==> config.mk <==
export PLATFORM = sky130hd
export DESIGN_NAME = radar_target_frame_parser_unit
export DESIGN_NICKNAME = d
export VERILOG_FILES = /design/src/design/rtfp_pkg.sv /design/src/design/rtfp_in_stage.sv /design/src/design/rtfp_parser.sv /design/src/design/rtfp_out_stage.sv /design/src/design/radar_target_frame_parser_unit.sv
export VERILOG_INCLUDE_DIRS = /design/src /design/src/design
export SDC_FILE = /design/constraint.sdc
export NUM_CORES = 1
export LEC_CHECK = 0
export BUFFER_PORTS_ARGS = -buffer_cell sky130_fd_sc_hd__clkbuf_2
export CAP_MARGIN = 20
export CORE_ASPECT_RATIO = 1.4
export CORE_MARGIN = 2
export CORE_UTILIZATION = 61
export CTS_CLUSTER_SIZE = 24
export DETAILED_ROUTE_END_ITERATION = 12
export GPL_TIMING_DRIVEN = 0
export PLACE_DENSITY = 0.82
export SYNTH_ARGS = -nofsm -noshare
export SYNTH_HDL_FRONTEND = slang
export SYNTH_HIERARCHICAL = 1
export SYNTH_SLANG_ARGS = --single-unit
==> constraint.sdc <==
create_clock -name clk -period 5.7 [get_ports clk]
set_clock_uncertainty 0.1 [all_clocks]
set_input_delay 0.57 -clock clk [delete_from_list [all_inputs] [get_ports clk]]
set_output_delay 0.57 -clock clk [all_outputs]
set_load 0.01 [all_outputs]
==> src/design/radar_target_frame_parser_unit_defines.svh <==
// ----------------------------------------------------------------------------
// Radar target frame parser assertion macros
// Shared concurrent assertion forms for the parser block.
// ----------------------------------------------------------------------------
`ifndef RADAR_TARGET_FRAME_PARSER_UNIT_DEFINES_SVH
`define RADAR_TARGET_FRAME_PARSER_UNIT_DEFINES_SVH

// Property checked on every rising clock edge outside reset.
`define RTFP_ASSERT(lbl, clk, rst_n, prop, msg) \
  lbl: assert property (@(posedge clk) disable iff (!rst_n) (prop)) else $error(msg);

// Implication checked on every rising clock edge outside reset.
`define RTFP_ASSERT_IMPL(lbl, clk, rst_n, ante, cons, msg) \
  lbl: assert property (@(posedge clk) disable iff (!rst_n) (ante) |-> (cons)) \
    else $error(msg);

`endif

==> src/design/rtfp_pkg.sv <==
// ----------------------------------------------------------------------------
// rtfp_pkg
// Frame constants, byte positions and the result type of the frame parser.
// ----------------------------------------------------------------------------
`timescale 1ns / 1ps
`default_nettype none

package rtfp_pkg;

  localparam int unsigned POS_W = 4;

  localparam logic [7:0]  SYNC_BYTE = 8'hAA;
  localparam logic [15:0] ID_STATUS = 16'h070B;
  localparam logic [15:0] ID_TARGET = 16'h070C;

  // byte positions inside a frame
  localparam logic [POS_W-1:0] POS_HDR0     = 4'd0;
  localparam logic [POS_W-1:0] POS_HDR1     = 4'd1;
  localparam logic [POS_W-1:0] POS_ID_LO    = 4'd2;
  localparam logic [POS_W-1:0] POS_ID_HI    = 4'd3;
  localparam logic [POS_W-1:0] POS_PAY0     = 4'd4;
  localparam logic [POS_W-1:0] POS_RNG_HI   = 4'd6;
  localparam logic [POS_W-1:0] POS_RNG_LO   = 4'd7;
  localparam logic [POS_W-1:0] POS_PAY_LAST = 4'd10;
  localparam logic [POS_W-1:0] POS_CHECK    = 4'd11;

  typedef struct packed {
    logic        found;
    logic [15:0] distance;
  } rtfp_result_t;

endpackage

`default_nettype wire

==> src/design/rtfp_in_stage.sv <==
// ----------------------------------------------------------------------------
// rtfp_in_stage
// Input register for received bytes; stalls when the parser cannot advance.
// ----------------------------------------------------------------------------
`timescale 1ns / 1ps
`default_nettype none

module rtfp_in_stage
  import rtfp_pkg::*;
(
  input  wire logic       clk,
  input  wire logic       rst_n,
  input  wire logic       in_valid,
  output logic            in_stall,
  input  wire logic [7:0] in_rx_byte,
  input  wire logic       out_free,
  output logic            byte_vld,
  output logic [7:0]      byte_val,
  output logic            proc_go
);

  logic       vld_r, vld_nxt;
  logic [7:0] byte_r;
  logic       accept;

  assign proc_go  = vld_r & out_free;
  assign in_stall = vld_r & ~out_free;
  assign accept   = in_valid & ~in_stall;

  always_comb begin
    vld_nxt = vld_r;
    if (accept) begin
      vld_nxt = 1'b1;
    end else if (proc_go) begin
      vld_nxt = 1'b0;
    end
  end

  always_ff @(posedge clk) begin
    if (!rst_n) begin
      vld_r <= 1'b0;
    end else begin
      vld_r <= vld_nxt;
    end
  end

  always_ff @(posedge clk) begin
    if (accept) begin
      byte_r <= in_rx_byte;
    end
  end

  assign byte_vld = vld_r;
  assign byte_val = byte_r;

endmodule

`default_nettype wire

==> src/design/rtfp_parser.sv <==
// ----------------------------------------------------------------------------
// rtfp_parser
// Frame hunt, checksum, target sequencing and running minimum of range minus offset.
// ----------------------------------------------------------------------------
`timescale 1ns / 1ps
`default_nettype none
`include "radar_target_frame_parser_unit_defines.svh"

module rtfp_parser
  import rtfp_pkg::*;
(
  input  wire logic        clk,
  input  wire logic        rst_n,
  input  wire logic        go,
  input  wire logic [7:0]  rx_byte,
  input  wire logic [15:0] range_offset,
  output logic             res_vld,
  output rtfp_result_t     res
);

  logic [POS_W-1:0] pos_r, pos_nxt;
  logic [7:0]       sum_r, sum_nxt;
  logic [15:0]      id_r, id_nxt;
  logic [7:0]       pay0_r, rng_hi_r, rng_lo_r;
  logic [7:0]       exp_r, exp_nxt;
  logic [7:0]       seen_r, seen_nxt;
  logic             minv_r, minv_nxt;
  logic [15:0]      mind_r, mind_nxt;

  logic [15:0] range_val;
  logic [15:0] diff;
  logic [8:0]  seen_inc;
  logic        in_seq;
  logic        take_min;

  assign range_val = {rng_hi_r, rng_lo_r};
  assign diff      = range_val - range_offset;
  assign seen_inc  = {1'b0, seen_r} + 9'd1;
  assign in_seq    = ({1'b0, pay0_r} == seen_inc) && (seen_r < exp_r);
  assign take_min  = (range_val > range_offset) && (!minv_r || diff < mind_r);

  always_comb begin
    pos_nxt  = pos_r;
    sum_nxt  = sum_r;
    id_nxt   = id_r;
    exp_nxt  = exp_r;
    seen_nxt = seen_r;
    minv_nxt = minv_r;
    mind_nxt = mind_r;
    res_vld  = 1'b0;
    res      = '0;
    case (pos_r) inside
      POS_HDR0, POS_HDR1: begin
        sum_nxt = '0;
        // a bad header byte drops back without a second look
        pos_nxt = (rx_byte == SYNC_BYTE) ? pos_r + 4'd1 : POS_HDR0;
      end
      POS_ID_LO: begin
        id_nxt  = {id_r[15:8], rx_byte};
        pos_nxt = pos_r + 4'd1;
      end
      POS_ID_HI: begin
        id_nxt  = {rx_byte, id_r[7:0]};
        pos_nxt = pos_r + 4'd1;
      end
      [POS_PAY0:POS_PAY_LAST]: begin
        sum_nxt = sum_r + rx_byte;
        pos_nxt = pos_r + 4'd1;
      end
      default: begin
        pos_nxt = POS_HDR0;
        if (sum_r == rx_byte) begin
          if (id_r == ID_STATUS) begin
            exp_nxt  = pay0_r;
            seen_nxt = '0;
            minv_nxt = 1'b0;
            mind_nxt = '0;
            if (pay0_r == 8'd0) begin
              res_vld = 1'b1;
            end
          end else if (id_r == ID_TARGET) begin
            if (in_seq) begin
              seen_nxt = seen_inc[7:0];
              if (take_min) begin
                minv_nxt = 1'b1;
                mind_nxt = diff;
              end
              if (seen_inc[7:0] == exp_r) begin
                res_vld      = 1'b1;
                res.found    = minv_nxt;
                res.distance = minv_nxt ? mind_nxt : 16'd0;
              end
            end else begin
              exp_nxt  = '0;
              seen_nxt = '0;
            end
          end
        end
      end
    endcase
    res_vld = res_vld & go;
  end

  always_ff @(posedge clk) begin
    if (!rst_n) begin
      pos_r  <= POS_HDR0;
      sum_r  <= '0;
      id_r   <= '0;
      exp_r  <= '0;
      seen_r <= '0;
      minv_r <= 1'b0;
      mind_r <= '0;
    end else if (go) begin
      pos_r  <= pos_nxt;
      sum_r  <= sum_nxt;
      id_r   <= id_nxt;
      exp_r  <= exp_nxt;
      seen_r <= seen_nxt;
      minv_r <= minv_nxt;
      mind_r <= mind_nxt;
    end
  end

  // keep only the payload bytes that a frame decision reads
  always_ff @(posedge clk) begin
    if (go) begin
      if (pos_r == POS_PAY0) begin
        pay0_r <= rx_byte;
      end
      if (pos_r == POS_RNG_HI) begin
        rng_hi_r <= rx_byte;
      end
      if (pos_r == POS_RNG_LO) begin
        rng_lo_r <= rx_byte;
      end
    end
  end

  `RTFP_ASSERT(a_pos_range, clk, rst_n, pos_r <= POS_CHECK, "byte position past checksum")
  `RTFP_ASSERT(a_seen_le_exp, clk, rst_n, seen_r <= exp_r, "more targets seen than expected")
  `RTFP_ASSERT_IMPL(a_res_on_check, clk, rst_n, res_vld,
    go && pos_r == POS_CHECK && sum_r == rx_byte, "result off a valid checksum byte")
  `RTFP_ASSERT_IMPL(a_found_dist, clk, rst_n, res_vld && !res.found,
    res.distance == 16'd0, "no-target report with distance")

endmodule

`default_nettype wire

==> src/design/rtfp_out_stage.sv <==
// ----------------------------------------------------------------------------
// rtfp_out_stage
// Result register; holds a report until the receiver takes it.
// ----------------------------------------------------------------------------
`timescale 1ns / 1ps
`default_nettype none

module rtfp_out_stage
  import rtfp_pkg::*;
(
  input  wire logic         clk,
  input  wire logic         rst_n,
  input  wire logic         go,
  input  wire logic         res_vld,
  input  wire rtfp_result_t res,
  output logic              out_free,
  output logic              out_valid,
  input  wire logic         out_stall,
  output logic              out_target_found,
  output logic [15:0]       out_nearest_distance
);

  logic         vld_r, vld_nxt;
  rtfp_result_t res_r;

  assign out_free = ~vld_r | ~out_stall;
  assign vld_nxt  = out_free ? (go & res_vld) : vld_r;

  always_ff @(posedge clk) begin
    if (!rst_n) begin
      vld_r <= 1'b0;
    end else begin
      vld_r <= vld_nxt;
    end
  end

  always_ff @(posedge clk) begin
    if (go && res_vld) begin
      res_r <= res;
    end
  end

  assign out_valid            = vld_r;
  assign out_target_found     = res_r.found;
  assign out_nearest_distance = res_r.distance;

endmodule

`default_nettype wire

==> src/design/radar_target_frame_parser_unit.sv <==
// ----------------------------------------------------------------------------
// radar_target_frame_parser_unit
// Hunts 12-byte radar frames in a byte stream and reports the nearest target.
// ----------------------------------------------------------------------------
//  channel  | direction | handshake          | payload
//  in_      | input     | in_valid/in_stall   | in_rx_byte[7:0]
//  out_     | output    | out_valid/out_stall | out_target_found, out_nearest_distance[15:0]
//  cfg_     | input     | cfg_valid/cfg_ready | cfg_range_offset[15:0]
//
//  One byte a cycle sustained unless out_stall holds a report in the result register.
//  The path is input register, one stage of parser logic, result register.
//  Synchronous active-low reset clears the hunt, target count and minimum.
//  range_offset resets to 0; cfg_ready is always high.
//  out_stall holds the report and backs up into in_stall in the same cycle.
// ----------------------------------------------------------------------------
`timescale 1ns / 1ps
`default_nettype none

module radar_target_frame_parser_unit
  import rtfp_pkg::*;
(
  input  wire logic        clk,
  input  wire logic        rst_n,
  input  wire logic        in_valid,
  output logic             in_stall,
  input  wire logic [7:0]  in_rx_byte,
  output logic             out_valid,
  input  wire logic        out_stall,
  output logic             out_target_found,
  output logic [15:0]      out_nearest_distance,
  input  wire logic        cfg_valid,
  output logic             cfg_ready,
  input  wire logic [15:0] cfg_range_offset
);

  logic [15:0]  offset_r;
  logic         out_free;
  logic         byte_vld;
  logic [7:0]   byte_val;
  logic         proc_go;
  logic         res_vld;
  rtfp_result_t res;

  assign cfg_ready = 1'b1;

  always_ff @(posedge clk) begin
    if (!rst_n) begin
      offset_r <= '0;
    end else if (cfg_valid && cfg_ready) begin
      offset_r <= cfg_range_offset;
    end
  end

  rtfp_in_stage u_in (
    .clk        (clk),
    .rst_n      (rst_n),
    .in_valid   (in_valid),
    .in_stall   (in_stall),
    .in_rx_byte (in_rx_byte),
    .out_free   (out_free),
    .byte_vld   (byte_vld),
    .byte_val   (byte_val),
    .proc_go    (proc_go)
  );

  rtfp_parser u_parser (
    .clk          (clk),
    .rst_n        (rst_n),
    .go           (proc_go & byte_vld),
    .rx_byte      (byte_val),
    .range_offset (offset_r),
    .res_vld      (res_vld),
    .res          (res)
  );

  rtfp_out_stage u_out (
    .clk                  (clk),
    .rst_n                (rst_n),
    .go                   (proc_go),
    .res_vld              (res_vld),
    .res                  (res),
    .out_free             (out_free),
    .out_valid            (out_valid),
    .out_stall            (out_stall),
    .out_target_found     (out_target_found),
    .out_nearest_distance (out_nearest_distance)
  );

endmodule

`default_nettype wire

After elaboration in Yosys (flattened, before gate mapping)
Index checks and enable logic that the tools add are counted.
{ "op_classes": {"n_addsub": 4, "muxes": 44, "n_reduce_logical": 24, "eq_ne": 15, "n_bitwise": 20, "magnitude_cmp": 5} }
{ "ops": {"columns": ["operator", "n"], "rows": [
  ["$mux W8", 11],
  ["$mux W16", 4],
  ["$eq A16 B11 Y1 const B", 2],
  ["$mux W1", 24],
  ["$mux W4", 5],
  ["$eq A8 B8 Y1", 2],
  ["$gt A16 B16 Y1", 1],
  ["$lt A16 B16 Y1", 1],
  ["$reduce_and A8 Y1", 2],
  ["$sub A16 B16 Y16", 1],
  ["$not A1 Y1", 13],
  ["$eq A4 B3 Y1 const B", 3],
  ["$reduce_or A11 Y1", 1],
  ["$reduce_or A10 Y1", 1],
  ["$add A8 B1 Y9 const B", 1],
  ["$eq A8 B9 Y1", 1],
  ["$add A8 B8 Y8", 1],
  ["$eq A4 B2 Y1 const B", 2],
  ["$eq A8 B8 Y1 const B", 1],
  ["$logic_not A8 Y1", 1],
  ["$lt A8 B8 Y1", 1],
  ["$reduce_and A4 Y1", 2],
  ["$reduce_bool A2 Y1", 4],
  ["$reduce_and A7 Y1", 1],
  ["14 further kinds", 26]
]} }
{ "word_totals": {"input_bits": 29, "output_inout_bits": 20, "regBits": 128, "word_cells": 129} }

Logic depth before layout (Yosys ltp)
Gate-level depths: netlist of run 1.
{ "depth": {"ltp_word": 16, "mapped_depth": 21, "ltp_nobuf": 19} }

Hierarchy
The synthesis of run 1 kept the hierarchy.
{ "by_module_without_submodules": {"columns": ["mod", "area_each_um2", "instances", "cells_each", "seq_area_each_um2"], "rows": [
  ["rtfp_parser", 5602.9, 1, 637, 1941.9],
  ["radar_target_frame_parser_unit", 633.1, 1, 54, 320.3],
  ["rtfp_out_stage", 555.5, 1, 22, 530.5],
  ["rtfp_in_stage", 294.0, 1, 13, 260.2]
]} }

Least setup slack after synthesis of run 1
OpenSTA, ideal clock, no wires.
{ "synth_timing": {"kind": "register to register", "start": "register offset_r[7]", "end": "register u_parser.mind_r[14]", "slack_ns": 1.319, "setup_time_ns": 0.117, "n_path_buf": 2, "t_arrival_ns": 4.165, "required_time_ns": 5.483, "stages_incl_launch_ff": 22, "synth_period_minus_slack_ns": 4.381, "path_cell_list": "dfxtp_1 -> inv_1 -> ha_1 -> a211oi_1 -> nor2_1 -> o221ai_1 -> nor2b_1 -> a311oi_1 -> a21oi_1 -> xnor2_1 -> inv_1 -> ha_1 -> a21oi_1 -> o21ai_0 -> a2111o_1 -> o31ai_1 -> o211a_1 -> buf_2 -> nand3_1 -> a22o_1 -> clkbuf_1 -> a22o_1"} }
{ "synth_between": {"elab_chain_cells": 8, "elab_cells_between_ends": 9, "classes_between": "1 x add/sub; 2 x order compare; 4 x mux; 2 x reduce/logical"} }
{ "synth_lines": {"columns": ["element", "line_no", "rtl"], "rows": [
  ["from (decl)", "radar_target_frame_parser_unit.sv:36", "logic [15:0] offset_r;"],
  ["from (signal assigned)", "radar_target_frame_parser_unit.sv:50", "offset_r <= cfg_range_offset;"],
  ["$sub A16 B16 Y16", "rtfp_parser.sv:37", "assign diff = range_val - range_offset;"],
  ["$lt A16 B16 Y1", "rtfp_parser.sv:40", "assign take_min = (range_val > range_offset) && (!minv_r || diff < mind_r);"],
  ["$logic_or A1 B1 Y1", "rtfp_parser.sv:40", null],
  ["$logic_and A1 B1 Y1", "rtfp_parser.sv:40", null],
  ["$mux W16 *", "rtfp_parser.sv:84", "if (take_min) begin"],
  ["$mux W16 *", "rtfp_parser.sv:82", "if (in_seq) begin"],
  ["$mux W16 *", "rtfp_parser.sv:81", "end else if (id_r == ID_TARGET) begin"],
  ["$mux W16 *", "rtfp_parser.sv:73", "if (id_r == ID_STATUS) begin"],
  ["to (signal assigned)", "rtfp_parser.sv:120", "mind_r <= mind_nxt;"],
  ["to (decl)", "rtfp_parser.sv:28", "logic [15:0] mind_r, mind_nxt;"]
]} }
Mark *: on every way between the ends. The rest lies on a longest branch, timed or not. The select of a mux whose other input is x is not followed.
A chain may end at the register's enable or synchronous reset.

Worst setup path after layout of run 1
{ "layout_timing": {"start": "register offset_r[4]", "end": "register u_parser.mind_r[13]"} }
The elaborated chain is that of the path after synthesis.

==> summary.txt, run 1 <==
Ant diodes - 0
CP Buf/Inv Count - 4
Most frequent cell after synthesis - dfxtp_1
Total GRT Usage - 27.4%
Post-CTS resize count - 0
Final Hold Fails - 0
Leak - 3.15 nW
Crit Path Category - reg2reg
Synthesized area - 7090 µm²
Die Ht - 132 µm
Slew Limit Fails - 0
Syn Area/Cell - 9.76 µm²
Cells after DPL - 919
WL/cell - 17.2 µm
Final net count - 876
H-tree levels - 4
Number of detailed-route iterations in the first pass - 7
EDFF count, synth - 49
Via density - 5.99
RSZ-0062 raised after global routing - no
Simple-Gate Fraction of Synth Area - 18.1%
Remaining antenna violation count - 0
R2R Path Start - offset_r[4]$_SDFFE_PN0P_
Vias in the first global route - 5563
CTS tree - built
Worst setup path end - u_parser/mind_r[13]$_SDFFE_PN0P_
Drc violations - 0
Horiz. Die Dim - 95.1 µm
Max FO, Critical Path - 10
Startpoint types - register
CP startpoint - offset_r[4]$_SDFFE_PN0P_
Clock Root Buffer - clkbuf_16
Total CTS buffers - 17
CP top delay family - compound AO/OA/AOI/OAI gates
Filler instances - 810
Setup TNS - 0 ns
Sequential cell area fraction in the yosys report - 43.1%
Pwr dens - 271 nW/µm²
Area Overhead vs Synth - 14.0%
Post-synth top area share - 22.3%
Worst reg-to-reg setup slack - 0.40 ns
Xor/xnor share of the synthesized area - 5.49%
Synth Area in Adders - 9.57%
Worst Tran Pin Value - 0.930 ns
Starting density of the core - 62.5%
Core Area - 11300 µm²
Final setup fails - 0
Ys flop type - dfxtp_1
Finished Layout Cells - 951
Post-CTS Setup Inserts - 0
Crit Reg-Reg Endpoint - u_parser/mind_r[13]$_SDFFE_PN0P_
DRT Wirelength - 16300 µm
Initial DRC Count - 459
Via count - 5694
Post-synthesis mux area share - 3.83%
Compound-cell area share of the yosys netlist - 14.6%
Io pins - 49
Clock Latency Late Sink - 0.41 ns
Layout cells sized above 1 - 12.8%
Max clock buf depth - 2
Yosys warnings - 6
Top post-synthesis cells by area - dfxtp_1 (22%), edfxtp_1 (21%), ha_1 (9.0%), nor2b_1 (4.0%), mux2i_1 (3.7%)
Endpoint class of the critical path - register
Row Count - 46
Synth unique cells - 76
Placer Congestion - 0.897
Register-to-Register Path Depth - 20
Cts hold-fix bufs - 0
Crit path top cell by count - a21oi_1
Initial antenna violation count - 0
Top cells by count, synth - dfxtp_1 (79), nor2_1 (65), inv_1 (53), ha_1 (51), edfxtp_1 (49)
Max Cap Viol - 0
Cell chain of the critical path - inv_1 -> ha_1 -> a21oi_1 -> nand2_1 -> a221o_1 -> a311oi_1 -> a21oi_1 -> xnor2_1 -> inv_1 -> ha_1 -> a21oi_1 -> o21ai_0 -> a2111o_1 -> o31ai_1 -> o211a_1 -> buf_2 -> nand3_1 -> a22o_1 -> clkbuf_1 -> a22o_1
Crit share post-route - 92.9%
Slew margin rel. - 37.8%
Asr flop ratio synth - 0%
GRT overflow - 0
Register bit total from synthesis - 128
First-pass GRT wire length - 26800 µm
HP Class - in2reg
Clock sinks - 128
Syn nets - 808
Fin crit period - 5.30 ns
Total chip power - 0.00219 W
DPL Wire Length - 11800 µm
Clock slew at reported path FFs - 0.06 ns
Number of cells on the critical path - 20
Arrival @ worst endpoint - 5.50 ns
Cells after Synth - 726
Final cell utilization of the core - 71.3%
Largest family of logic cells by synthesized area - simple AND/OR/NAND/NOR gates
Status - finished clean
Critical path's slowest cell - a221o_1
Hold slack - 0.229 ns
Die footprint - 12500 µm²
Count of input and output buffers - 46
Achievable Freq - 189 MHz
Worst path required time - 5.90 ns
Post-synth top area cell - dfxtp_1
Largest net degree at the start of global routing - 18
CP max stage delay - 0.42 ns
Peak VDD IR - 223 µV
-- layer usage --
metal | part of all wire [%] | routed length (µm) | global-route usage (%)
met1 | 40 | 6610 | 32.8
met2 | 52 | 8430 | 47.3
met3 | 5.2 | 846 | 4.87
met4 | 2.8 | 455 | 11.2
met5 | 0 | 0 | 0
-- report_power, final --
group	total (W)	leakage (nW)	internal [W]	switching (W)
combinational	0.000170	1.75	0.0000710	0.0000990
clock	0.00104	0.264	0.000616	0.000423
sequential	0.000980	1.13	0.000961	0.0000183
-- worst reg2reg max path: cells and delay by family, from the launching register on --
family / cells / cell delay [ns]
compound gates: 11 / 2.94
fa+ha+maj: 2 / 0.71
buf+inv: 4 / 0.63
flops: 1 / 0.33
xor+xnor: 1 / 0.30
simple gates: 2 / 0.19
-- worst min-delay path by stage --
stage                                     end  cells past startpoint                            from  slack (ns)
3_3_place_gp    u_parser/id_r[9]$_SDFFE_PN0P_                      2   u_parser/id_r[9]$_SDFFE_PN0P_        0.35
3_5_place_dp   u_parser/id_r[15]$_SDFFE_PN0P_                      2  u_parser/id_r[15]$_SDFFE_PN0P_        0.36
4_1_cts            u_in/byte_val[1]$_DFFE_PP_                      1                   in_rx_byte[1]        0.22
5_1_grt            u_in/byte_val[1]$_DFFE_PP_                      1                   in_rx_byte[1]        0.22
2_1_floorplan  u_parser/id_r[10]$_SDFFE_PN0P_                      2  u_parser/id_r[10]$_SDFFE_PN0P_        0.34
6_report           u_in/byte_val[1]$_DFFE_PP_                      1                   in_rx_byte[1]        0.23
-- final cells by class --
class / instances / area [µm²] / share of cell area (%)
multi-input combinational: 516 / 3660 / 45.3
sequential: 128 / 3050 / 37.8
clock buffer: 18 / 439 / 5.44
timing repair buffer: 49 / 245 / 3.04
inverter: 53 / 199 / 2.46
tap: 144 / 180 / 2.23
buffer: 29 / 174 / 2.15
clock inverter: 14 / 129 / 1.60
-- cell usage in the layout, fill, tap and decap left out, types with 7 or more instances in the layout --
master	count
dfxtp_1	79
nor2_1	65
inv_1	53
ha_1	51
edfxtp_1	49
clkbuf_2	46
nor2b_1	45
nand2_1	45
a21oi_1	43
xnor2_1	28
mux2i_1	26
a21boi_0	20
clkbuf_1	17
clkbuf_16	17
nand3_1	16
o21ai_0	16
a22o_1	16
xor2_1	12
nor3_1	10
nand4_1	10
and3_1	9
nor4_1	9
a22oi_1	8
a21o_1	7
-- cell families after synthesis --
logic type	Yosys count
fa+ha+maj	53
xor+xnor	42
simple gates	244
compound gates	149
mux	27
other cells	1
flops	128
buf+inv	82
-- state kept, by name, indices dropped and copies added (netlist names), 4 cells and up --
| name | cells |
|---|---|
| u_out/out_nearest_distance | 16 |
| u_parser/pos_r | 4 |
| u_parser/exp_r | 8 |
| u_parser/id_r | 16 |
| u_parser/rng_lo_r | 8 |
| offset_r | 16 |
| u_parser/mind_r | 16 |
| u_parser/pay0_r | 8 |
| u_parser/rng_hi_r | 8 |
| u_parser/seen_r | 8 |
| u_parser/sum_r | 8 |
| u_in/byte_val | 8 |
-- per-stage QoR --
stage | cell area, µm² | setup slack, ns
global route | 8080 | 0.0883
global placement | 7500 | 0.584
finish | 8080 | 0.404
floorplan | 7090 | 1.32
CTS | 8080 | 0.433
detailed placement | 7510 | 0.499
Note: power is estimated with default switching activity, not from simulation.
==> run 2: changes to the inputs <==
--- a/config.mk
+++ b/config.mk
@@ -10,11 +10,11 @@
 export CAP_MARGIN = 20
 export CORE_ASPECT_RATIO = 1.4
 export CORE_MARGIN = 2
-export CORE_UTILIZATION = 61
+export CORE_UTILIZATION = 35
 export CTS_CLUSTER_SIZE = 24
 export DETAILED_ROUTE_END_ITERATION = 12
 export GPL_TIMING_DRIVEN = 0
-export PLACE_DENSITY = 0.82
+export PLACE_DENSITY = 0.53
 export SYNTH_ARGS = -nofsm -noshare
 export SYNTH_HDL_FRONTEND = slang
 export SYNTH_HIERARCHICAL = 1
==> run 2 against run 1 <==
  * Final area rose by 1.6%
  * Routed wire length rose by 1.8%
  * Global-route usage fell by 11 points
  * Critical path depth did not move
  * Combinational power fell by 2%
  * Register-to-register slack improved by 0.12 ns
  * Via count fell by 7.5%
  * Cell count rose by 11%
  * First-iteration DRC count fell by 63%
  * Sequential share of layout area fell by 0.59 points
  * Core utilization fell by 30 points
  * Critical path type unchanged
==> summary.txt, run 2 (synthesized netlist as in run 1, its figures left out) <==
Status - finished clean
Drc violations - 0
Slew Limit Fails - 0
Leak - 3.14 nW
Layout cells sized above 1 - 13.0%
HP Class - in2reg
First-pass GRT wire length - 27800 µm
Max clock buf depth - 2
Ant diodes - 0
Initial DRC Count - 169
Core Area - 19800 µm²
Pwr dens - 262 nW/µm²
Die footprint - 21400 µm²
Worst Tran Pin Value - 0.928 ns
GRT overflow - 0
Remaining antenna violation count - 0
Final setup fails - 0
Hold slack - 0.221 ns
Post-CTS Setup Inserts - 0
Startpoint types - register
Most common cell after layout, fill and taps aside - dfxtp_1
Horiz. Die Dim - 124 µm
DPL Wire Length - 12700 µm
Max Cap Viol - 0
H-tree levels - 4
Register-to-Register Path Depth - 20
DRT Wirelength - 16600 µm
Via count - 5266
Worst reg-to-reg setup slack - 0.53 ns
Io pins - 49
Total CTS buffers - 17
Count of input and output buffers - 46
Arrival @ worst endpoint - 5.38 ns
R2R Path Start - u_parser/rng_lo_r[7]$_DFFE_PP_
Most frequent cells in the layout - dfxtp_1 (79), nor2_1 (65), inv_1 (53)
Slew margin rel. - 37.6%
Clock slew at reported path FFs - 0.06 ns
Worst setup path end - u_parser/mind_r[14]$_SDFFE_PN0P_
Via density - 4.98
Largest net degree at the start of global routing - 18
Crit Reg-Reg Endpoint - u_parser/mind_r[14]$_SDFFE_PN0P_
Setup TNS - 0 ns
Total GRT Usage - 16.5%
Endpoint class of the critical path - register
Vias in the first global route - 5390
Clock sinks - 128
Hold Crit Depth - 1
Achievable Freq - 193 MHz
Placer Congestion - 0.833
Final Hold Fails - 0
Clock Root Buffer - clkbuf_16
Clock Latency Late Sink - 0.42 ns
CTS tree - built
RSZ-0062 raised after global routing - no
Final net count - 875
Max FO, Critical Path - 10
WL/cell - 15.7 µm
Worst path required time - 5.91 ns
Fin crit period - 5.17 ns
Die Ht - 172 µm
Crit Path Category - reg2reg
Row Count - 61
Number of detailed-route iterations in the first pass - 5
Starting density of the core - 35.7%
Crit share post-route - 90.7%
CP startpoint - u_parser/rng_lo_r[7]$_DFFE_PP_
Initial antenna violation count - 0
Area Overhead vs Synth - 15.8%
Peak VDD IR - 156 µV
[run 2: final cells by class]
type	count	area (µm²)
sequential	128	3050
inverter	53	199
clock inverter	13	104
fill	2026	11600
tap	252	315
buffer	29	174
multi-input combinational	516	3680
clock buffer	19	443
timing repair buffer	48	240
[run 2: worst min-delay path by stage]
stage / slack, ns / start / end
after detailed placement: 0.36 / u_parser/id_r[12]$_SDFFE_PN0P_ / u_parser/id_r[12]$_SDFFE_PN0P_
after global routing: 0.20 / in_rx_byte[6] / u_in/byte_val[6]$_DFFE_PP_
after global placement: 0.35 / u_parser/id_r[12]$_SDFFE_PN0P_ / u_parser/id_r[12]$_SDFFE_PN0P_
final: 0.22 / in_rx_byte[2] / u_in/byte_val[2]$_DFFE_PP_
after CTS: 0.20 / in_rx_byte[2] / u_in/byte_val[2]$_DFFE_PP_
after floorplan: 0.34 / u_parser/id_r[10]$_SDFFE_PN0P_ / u_parser/id_r[10]$_SDFFE_PN0P_
[run 2: critical path, stage by stage (launching register included)]
cell      delay, ns
edfxtp_1       0.38
ha_1           0.37
a211oi_1       0.23
nor2_1         0.12
o221ai_2       0.25
nor2b_1        0.09
a311oi_2       0.32
a21oi_1        0.13
xnor2_1        0.29
inv_1          0.08
ha_1           0.29
a21oi_1        0.15
o21ai_0        0.14
a2111o_1       0.37
o31ai_1        0.33
o211a_1        0.20
buf_2          0.20
nand3_1        0.09
a22o_1         0.32
clkbuf_1       0.30
a22o_1         0.31
[run 2: timing repair]
item,4_1_cts,5_1_grt
endpoints found under the hold margin,0,0
setup endpoints to repair,0,10
resized for setup,0,2
hold buffers,0,0
[run 2: stage by stage]
step / utilization [%] / cell area [µm²] / std cells / setup slack (ns) / total power (W)
floorplan: - / 7090 / 726 / 1.32 / 0.00111
global placement: 38.5 / 7630 / 1024 / 0.290 / 0.00117
detailed placement: 38.5 / 7640 / 1025 / 0.314 / 0.00117
CTS: 41.3 / 8190 / 1057 / 0.289 / 0.00218
global route: 41.4 / 8210 / 1058 / 0.0894 / 0.00224
finish: 41.4 / 8210 / 1058 / 0.528 / 0.00215
[run 2: power breakdown]
group / switching [W] / leakage, nW / total, W / internal [W]
Sequential: 0.0000191 / 1.13 / 0.000980 / 0.000961
Combinational: 0.0000950 / 1.75 / 0.000166 / 0.0000708
Clock: 0.000429 / 0.259 / 0.00100 / 0.000574
[run 2: per-layer routing]
layer  track usage [%]  vias to the layer above  wire length, µm
met5                 0                        -                0
met1              19.7                     2448             7500
li1                  -                     2711                -
met4              7.67                        0              336
met2              29.3                       83             8410
met3              2.48                       24              387
